--- config.mk ---
export PLATFORM = sky130hd
export DESIGN_NAME = hsv_to_rgb_converter_unit
export DESIGN_NICKNAME = d
export VERILOG_FILES = /design/src/rtl/core/hsv2rgb_pkg.sv /design/src/rtl/core/hsv_to_rgb_converter_unit.sv
export SDC_FILE = /design/constraint.sdc
export NUM_CORES = 2
export LEC_CHECK = 0
export CAP_MARGIN = 20
export CORE_MARGIN = 5
export CORE_UTILIZATION = 35
export DETAILED_ROUTE_END_ITERATION = 7
export DONT_BUFFER_PORTS = 1
export GPL_TIMING_DRIVEN = 0
export PLACE_DENSITY = 0.57
export SKIP_LAST_GASP = 1
export SYNTH_ARGS = -nofsm -noshare
export SYNTH_HDL_FRONTEND = slang
export SYNTH_SLANG_ARGS = --single-unit
--- constraint.sdc ---
create_clock -name clk_i -period 14.9 [get_ports clk_i]
set_input_delay 0.745 -clock clk_i [delete_from_list [all_inputs] [get_ports clk_i]]
set_output_delay 0.745 -clock clk_i [all_outputs]
set_load 0.01 [all_outputs]
--- src/rtl/core/hsv2rgb_pkg.sv ---
// hsv2rgb_pkg: fixed-point formats, hue constants and channel helpers
// for the hsv to rgb converter pipeline
// no dependencies
package hsv2rgb_pkg;

  // fractional bits of saturation, value and the rgb channels
  localparam int unsigned FracBits = 12;
  localparam int unsigned ChanW    = FracBits + 1;
  localparam int unsigned HueW     = 16;

  // hue is in 1/128 degree: a full turn and one 60 degree sector
  localparam logic [HueW-1:0] HueFull   = HueW'(46080);
  localparam logic [HueW-1:0] HueSector = HueW'(7680);
  localparam int unsigned     RemW      = 13;
  localparam int unsigned     SectW     = 3;

  // fraction within a sector: f = (rem << FracBits) / HueSector,
  // done as a multiply by a rounded-up reciprocal and a right shift
  localparam int unsigned RecipShift = 29;
  localparam int unsigned RecipW     = FracBits + 17;
  localparam longint unsigned RecipVal =
      ((64'd1 << (FracBits + RecipShift)) + 64'd7679) / 64'd7680;
  localparam logic [RecipW-1:0] Recip = RecipW'(RecipVal);

  localparam logic [ChanW-1:0] OneQ = ChanW'(1) << FracBits;

  // signed 1 - x and the signed product v * (1 - x)
  localparam int unsigned OmW   = FracBits + 2;
  localparam int unsigned ProdW = 2 * OmW;

  // 60 degree sectors, named by the hues that bound them
  localparam logic [SectW-1:0] SectRedYel = 3'd0;
  localparam logic [SectW-1:0] SectYelGrn = 3'd1;
  localparam logic [SectW-1:0] SectGrnCyn = 3'd2;
  localparam logic [SectW-1:0] SectCynBlu = 3'd3;
  localparam logic [SectW-1:0] SectBluMag = 3'd4;
  localparam logic [SectW-1:0] SectMagRed = 3'd5;

  // limit a channel to 1.0
  function automatic logic [ChanW-1:0] clamp_one(input logic [ChanW-1:0] x);
    return (x > OneQ) ? OneQ : x;
  endfunction

  // v * (1 - x) product back to a channel: zero or less is black, then clamp
  function automatic logic [ChanW-1:0] scale_clamp(input logic signed [ProdW-1:0] p);
    logic [ProdW-FracBits-1:0] sh;
    sh = p[ProdW-1:FracBits];
    if (p <= 0) begin
      return '0;
    end else if (sh > (ProdW-FracBits)'(OneQ)) begin
      return OneQ;
    end else begin
      return sh[ChanW-1:0];
    end
  endfunction

endpackage

--- src/rtl/core/hsv_to_rgb_converter_unit.sv ---
// hsv_to_rgb_converter_unit: six-stage pipelined hsv to rgb pixel converter
// depends on hsv2rgb_pkg for formats, hue constants and channel helpers
//
// usage: one pixel item enters on any cycle with start_i high; busy_o stays
// low, so an item is taken every clock. each result appears on red_o,
// green_o and blue_o for exactly one cycle with done_o high, in the order
// the items came in. the receiver cannot stall the pipeline, so it must
// take every result in the cycle it is shown. hue is in 1/128 degree units
// and wraps at 360 degrees; saturation and value are unsigned q1.12 (4096
// is 1.0); channels are q1.12 clamped to 0..4096. zero value gives black,
// zero saturation gives grey at value. throughput is one item per clock;
// the stage chain is hue wrap, sector split, fraction multiply, saturation
// products, value products, clamp and channel select.
module hsv_to_rgb_converter_unit
  import hsv2rgb_pkg::*;
(
  input  logic             clk_i,
  input  logic             rst_ni,
  input  logic             start_i,
  output logic             busy_o,
  input  logic [HueW-1:0]  hue_i,
  input  logic [ChanW-1:0] saturation_i,
  input  logic [ChanW-1:0] value_i,
  output logic             done_o,
  output logic [ChanW-1:0] red_o,
  output logic [ChanW-1:0] green_o,
  output logic [ChanW-1:0] blue_o
);

  localparam int unsigned NumStages = 6;

  // valid bits travel with the data, one per stage
  logic [NumStages-1:0] vld_d, vld_q;

  // stage 1: hue wrapped into one turn
  logic [HueW-1:0]  h1_d, h1_q;
  logic [ChanW-1:0] s1_q, v1_q;

  // stage 2: sector index and remainder within the sector
  logic [SectW-1:0] sect2_d, sect2_q;
  logic [HueW-1:0]  base2;
  logic [HueW-1:0]  rem2_full;
  logic [RemW-1:0]  rem2_q;
  logic [ChanW-1:0] s2_q, v2_q;

  // stage 3: fraction within the sector, q0.12
  logic [RemW+RecipW-1:0] fprod3;
  logic [FracBits-1:0]    f3_d, f3_q;
  logic [SectW-1:0]       sect3_q;
  logic [ChanW-1:0]       s3_q, v3_q;

  // stage 4: s*f and s*(1-f)
  logic [2*ChanW-1:0] sfprod4, sf1prod4;
  logic [ChanW-1:0]   f1m4;
  logic [ChanW-1:0]   sf4_d, sf4_q, sf14_d, sf14_q;
  logic [SectW-1:0]   sect4_q;
  logic [ChanW-1:0]   s4_q, v4_q;

  // stage 5: signed products v*(1-s), v*(1-sf), v*(1-s(1-f))
  logic signed [OmW-1:0]   om_p5, om_q5, om_t5, v_s5;
  logic signed [ProdW-1:0] pp5_d, pp5_q, qp5_d, qp5_q, tp5_d, tp5_q;
  logic [SectW-1:0]        sect5_q;
  logic [ChanW-1:0]        s5_q, v5_q;

  // stage 6: clamp, special cases and channel ordering
  logic [ChanW-1:0] vc6, pv6, qv6, tv6;
  logic [ChanW-1:0] red_d, red_q, green_d, green_q, blue_d, blue_q;

  // nothing ever holds the input off
  assign busy_o = 1'b0;
  assign vld_d  = {vld_q[NumStages-2:0], start_i & ~busy_o};

  always_ff @(posedge clk_i or negedge rst_ni) begin
    if (!rst_ni) begin
      vld_q <= '0;
    end else begin
      vld_q <= vld_d;
    end
  end

  // hue wrap: input stays below two turns, so one subtract does it
  assign h1_d = (hue_i >= HueFull) ? (hue_i - HueFull) : hue_i;

  // sector split by compares against sector boundaries
  always_comb begin
    if (h1_q >= HueW'(5 * 7680)) begin
      sect2_d = SectMagRed;
    end else if (h1_q >= HueW'(4 * 7680)) begin
      sect2_d = SectBluMag;
    end else if (h1_q >= HueW'(3 * 7680)) begin
      sect2_d = SectCynBlu;
    end else if (h1_q >= HueW'(2 * 7680)) begin
      sect2_d = SectGrnCyn;
    end else if (h1_q >= HueW'(7680)) begin
      sect2_d = SectYelGrn;
    end else begin
      sect2_d = SectRedYel;
    end
  end

  assign base2     = HueW'(HueSector * HueW'(sect2_d));
  assign rem2_full = h1_q - base2;

  // fraction by reciprocal multiply, truncated
  assign fprod3 = (RemW+RecipW)'(rem2_q) * (RemW+RecipW)'(Recip);
  assign f3_d   = fprod3[RecipShift +: FracBits];

  // saturation products, truncated back to q1.12
  assign f1m4     = OneQ - ChanW'(f3_q);
  assign sfprod4  = (2*ChanW)'(s3_q) * (2*ChanW)'(f3_q);
  assign sf1prod4 = (2*ChanW)'(s3_q) * (2*ChanW)'(f1m4);
  assign sf4_d    = sfprod4[FracBits +: ChanW];
  assign sf14_d   = sf1prod4[FracBits +: ChanW];

  // one minus each term goes negative when saturation is above 1.0
  assign om_p5 = $signed(OmW'(OneQ)) - $signed(OmW'(s4_q));
  assign om_q5 = $signed(OmW'(OneQ)) - $signed(OmW'(sf4_q));
  assign om_t5 = $signed(OmW'(OneQ)) - $signed(OmW'(sf14_q));
  assign v_s5  = $signed(OmW'(v4_q));
  assign pp5_d = ProdW'(v_s5) * ProdW'(om_p5);
  assign qp5_d = ProdW'(v_s5) * ProdW'(om_q5);
  assign tp5_d = ProdW'(v_s5) * ProdW'(om_t5);

  // channel select
  assign vc6 = clamp_one(v5_q);
  assign pv6 = scale_clamp(pp5_q);
  assign qv6 = scale_clamp(qp5_q);
  assign tv6 = scale_clamp(tp5_q);

  always_comb begin
    red_d   = vc6;
    green_d = pv6;
    blue_d  = qv6;
    if (v5_q == '0) begin
      // black
      red_d   = '0;
      green_d = '0;
      blue_d  = '0;
    end else if (s5_q == '0) begin
      // grey at value
      red_d   = vc6;
      green_d = vc6;
      blue_d  = vc6;
    end else begin
      unique case (sect5_q)
        SectRedYel: begin red_d = vc6; green_d = tv6; blue_d = pv6; end
        SectYelGrn: begin red_d = qv6; green_d = vc6; blue_d = pv6; end
        SectGrnCyn: begin red_d = pv6; green_d = vc6; blue_d = tv6; end
        SectCynBlu: begin red_d = pv6; green_d = qv6; blue_d = vc6; end
        SectBluMag: begin red_d = tv6; green_d = pv6; blue_d = vc6; end
        default:    begin red_d = vc6; green_d = pv6; blue_d = qv6; end
      endcase
    end
  end

  // payload registers, no reset needed
  always_ff @(posedge clk_i) begin
    h1_q    <= h1_d;
    s1_q    <= saturation_i;
    v1_q    <= value_i;

    sect2_q <= sect2_d;
    rem2_q  <= rem2_full[RemW-1:0];
    s2_q    <= s1_q;
    v2_q    <= v1_q;

    f3_q    <= f3_d;
    sect3_q <= sect2_q;
    s3_q    <= s2_q;
    v3_q    <= v2_q;

    sf4_q   <= sf4_d;
    sf14_q  <= sf14_d;
    sect4_q <= sect3_q;
    s4_q    <= s3_q;
    v4_q    <= v3_q;

    pp5_q   <= pp5_d;
    qp5_q   <= qp5_d;
    tp5_q   <= tp5_d;
    sect5_q <= sect4_q;
    s5_q    <= s4_q;
    v5_q    <= v4_q;

    red_q   <= red_d;
    green_q <= green_d;
    blue_q  <= blue_d;
  end

  assign done_o  = vld_q[NumStages-1];
  assign red_o   = red_q;
  assign green_o = green_q;
  assign blue_o  = blue_q;

  // every channel leaves within 0..1.0
  a_chan_range: assert property (@(posedge clk_i) disable iff (!rst_ni)
    done_o |-> (red_o <= OneQ) && (green_o <= OneQ) && (blue_o <= OneQ))
    else $error("channel above 1.0");

  // zero value in stage five gives black at the output
  a_black: assert property (@(posedge clk_i) disable iff (!rst_ni)
    (vld_q[NumStages-2] && (v5_q == '0)) |=>
      done_o && (red_o == '0) && (green_o == '0) && (blue_o == '0))
    else $error("zero value did not give black");

  // zero saturation with nonzero value gives grey
  a_grey: assert property (@(posedge clk_i) disable iff (!rst_ni)
    (vld_q[NumStages-2] && (s5_q == '0) && (v5_q != '0)) |=>
      done_o && (red_o == green_o) && (green_o == blue_o))
    else $error("zero saturation did not give grey");

  // the fraction stage never sees a remainder outside one sector
  a_rem_range: assert property (@(posedge clk_i) disable iff (!rst_ni)
    vld_q[1] |-> (RemW'(rem2_q) < RemW'(HueSector)))
    else $error("sector remainder out of range");

endmodule

==> impl_metrics.py <==
metrics = {
    "outcome": {
        "status": "finished clean",
    },
    "placed_design": {
        "hpwl_mm": 87.4,
        "port_buffers": 0,
        "dp.cells": 5689,
        "place.gp.congestion": 0.926,
    },
    "synthesis": {
        "synth_top_cell_area_share": 0.326,
        "synth_nets": 5397,
        "syn_area_mm2": 0.0389,
        "postSynthCellCount": 4200,
        "ys_top_cells_by_area": "fa_1, ha_1, dfxtp_1",
        "synth_cell_types": 75,
        "synth_top_cell_by_area": "fa_1",
        "synthArstFlopShare": 0.0199,
        "yosysSeqAreaShare": 0.156,
        "synth_edf_count": 0,
        "postSynthAreaPerCell_um2": 9.26,
        "ys_warn_count": 0,
        "synth-seq-cells": 302,
        "synth-main-ff-cell": "dfxtp_1",
    },
    "timing": {
        "totalNegativeSetupSlack_ns": 0,
        "layout_min_cycle_time_ns": 8.44,
        "timing.hold.ws_ns": 0.177,
        "fin_skew_ns": 0.0494,
        "drv_slew": 0,
        "setup_viol": 0,
        "tightestPinTransition_ns": 0.980,
        "layout_worst_path_cycle_share": 0.566,
        "rsz0062_at_grt": "false",
        "max_freq_mhz": 119,
        "finalHoldViolCount": 0,
        "slew_headroom": 0.347,
    },
    "worst_setup_path": {
        "crit_fanout": 10,
        "reg2regPathDepth": 25,
        "startpoint_type": "register",
        "critPathKind": "reg -> reg",
        "cp-startpoint": "s4_q[0]",
        "crit_path_end": "pp5_q[26]",
        "endpoint_kind": "register",
        "timing.reg2reg.setup_slack_ns": 6.46,
        "r2r-start": "s4_q[0]",
        "crit_required_ns": 15.36,
        "worstReg2RegEnd": "pp5_q[26]",
        "worstPathArrival_ns": 8.89,
    },
    "layout": {
        "syn2layout_area_growth_pct": 8.19,
        "final_nets": 5440,
        "ff_latch_area_mm2": 0.00608,
        "nFillCells": 11200,
        "multiInputGateArea_mm2": 0.0290,
        "stdcell_count": 5761,
        "final_cell_mix": "inv_1, fa_1, ha_1",
        "layout_commonest_cell": "inv_1",
        "drive_above_1_share": 0.0265,
    },
    "clocking": {
        "cts_max_level": 2,
        "post_cts_buffers": 0,
        "cts_buffer_depth": 3,
        "clk_pin_slew_ns": 0.06,
        "cts_tree": "built",
        "root_buffer": "clkbuf_16",
        "insertion_delay_ns": 0.61,
        "cts.sinks": 302,
        "cts_resized": 0,
        "numCtsBuffers": 38,
        "hold_buffers": 1,
    },
    "detailed_routing": {
        "drt_iter0_drc": 1465,
        "via_count": 27800,
        "wl_mm": 105,
        "drcViolationCount": 0,
        "routedWlPerCell_um": 18.3,
        "final_antenna_net_count": 0,
        "drtPass1Iterations": 7,
        "vias_per_cell": 4.82,
    },
    "floorplanning": {
        "die-area_mm2": 0.118,
        "num_io_pins": 86,
        "initial_core_util": 0.352,
        "coreArea_mm2": 0.111,
        "rows": 122,
        "fp.dieW_um": 343,
        "die_h_um": 343,
    },
    "grt": {
        "grt-ovfl-total": 0,
        "grt_pass1_vias": 29100,
        "grt_max_degree": 15,
        "grt_usage": 0.182,
        "grt_pass1_wl_mm": 167,
        "antenna_found_initial": 6,
    },
    "run": {
        "cap_violations": 0,
    },
    "min_path": {
        "hp-class": "in -> reg",
    },
}
## worst min-delay path by stage
| stage | end | slack, ns | cells after the start | startpoint |
|---|---|---|---|---|
| 2_1_floorplan | rem2_q[0] | 0.31 | 0 | h1_q[0] |
| 3_3_place_gp | s2_q[12] | 0.31 | 0 | s1_q[12] |
| 3_5_place_dp | rem2_q[6] | 0.31 | 0 | h1_q[6] |
| 4_1_cts | v1_q[1] | 0.13 | 0 | value_i[1] |
| 5_1_grt | s1_q[2] | 0.14 | 0 | saturation_i[2] |
| 6_report | v1_q[1] | 0.18 | 0 | value_i[1] |
## worst max-delay path, cell delays in order, from the launching register on
cell       delay (ns)
dfxtp_1          0.40
clkbuf_1         0.27
inv_1            0.10
ha_1             0.18
nand2b_1         0.09
nor4_1           0.56
nand2_1          0.14
xor2_1           0.62
clkbuf_1         0.51
nand2_1          0.15
fa_1             0.43
fa_1             0.49
fa_1             0.56
inv_1            0.05
fa_1             0.47
fa_1             0.52
fa_1             0.42
ha_1             0.35
a21o_1           0.19
a21oi_1          0.14
o21ai_0          0.15
a2111oi_2        0.53
nor4b_1          0.18
nor4_1           0.37
nor2_1           0.13
o311ai_1         0.31
## cell usage after synthesis, types with 43 or more instances
master    number
a21o_1        43
a21oi_1       82
and2_1       382
clkbuf_1     170
dfxtp_1      296
fa_1         634
ha_1         518
inv_1        839
nand2_1      514
nor2_1       120
o21ai_0       51
xnor2_1       97
## registers in the layout (all words and copies together) (netlist names), 6 cells and up
register,count
sf14_q,13
s4_q,13
v5_q,13
tp5_q,16
green_o,13
f3_q,12
qp5_q,16
s5_q,13
sf4_q,13
pp5_q,16
rem2_q,13
s3_q,13
vld_q,6
v1_q,13
v2_q,13
h1_q,16
s2_q,13
s1_q,13
v4_q,13
red_o,13
blue_o,13
v3_q,13
## per-layer routing
metal	track usage	vias to the layer above	part of all wire	wire length, µm
met5	0	-	0.00011	12
met4	0.0537	2	0.033	3490
met3	0.0337	172	0.064	6700
met1	0.242	13800	0.44	46300
met2	0.303	760	0.46	48800
li1	-	13100	-	-
## through the flow
step            util  setup WS (ns)  area [µm²]
2_1_floorplan      -           8.11       38900
3_3_place_gp   0.369           6.65       40800
3_5_place_dp   0.369           6.56       40800
4_1_cts        0.381           6.48       42100
5_1_grt        0.381           5.88       42100
6_report       0.381           6.46       42100
## cell type report
class                      count  share of cell area
sequential                   302               0.144
timing repair buffer           3            0.000535
multi-input combinational   2885               0.689
tap                         1488              0.0442
antenna                        1           0.0000594
inverter                     839              0.0748
clock inverter                24             0.00675
buffer                       174              0.0157
clock buffer                  45              0.0242
## kinds of logic after synthesis
group | Yosys count | share of synthesized area
and+or+nand+nor | 1223 | 0.155
adders and majority gates | 1153 | 0.493
buffers and inverters | 1013 | 0.0979
AOI/OAI and AO/OA | 373 | 0.0675
DFF | 302 | 0.156
xor gates and xnor gates | 132 | 0.0297
muxes | 3 | 0.000804
other | 1 | 0.0000964
Power is not shown: default switching activity piles up to over one toggle a cycle in this logic, so the estimate is an artifact.
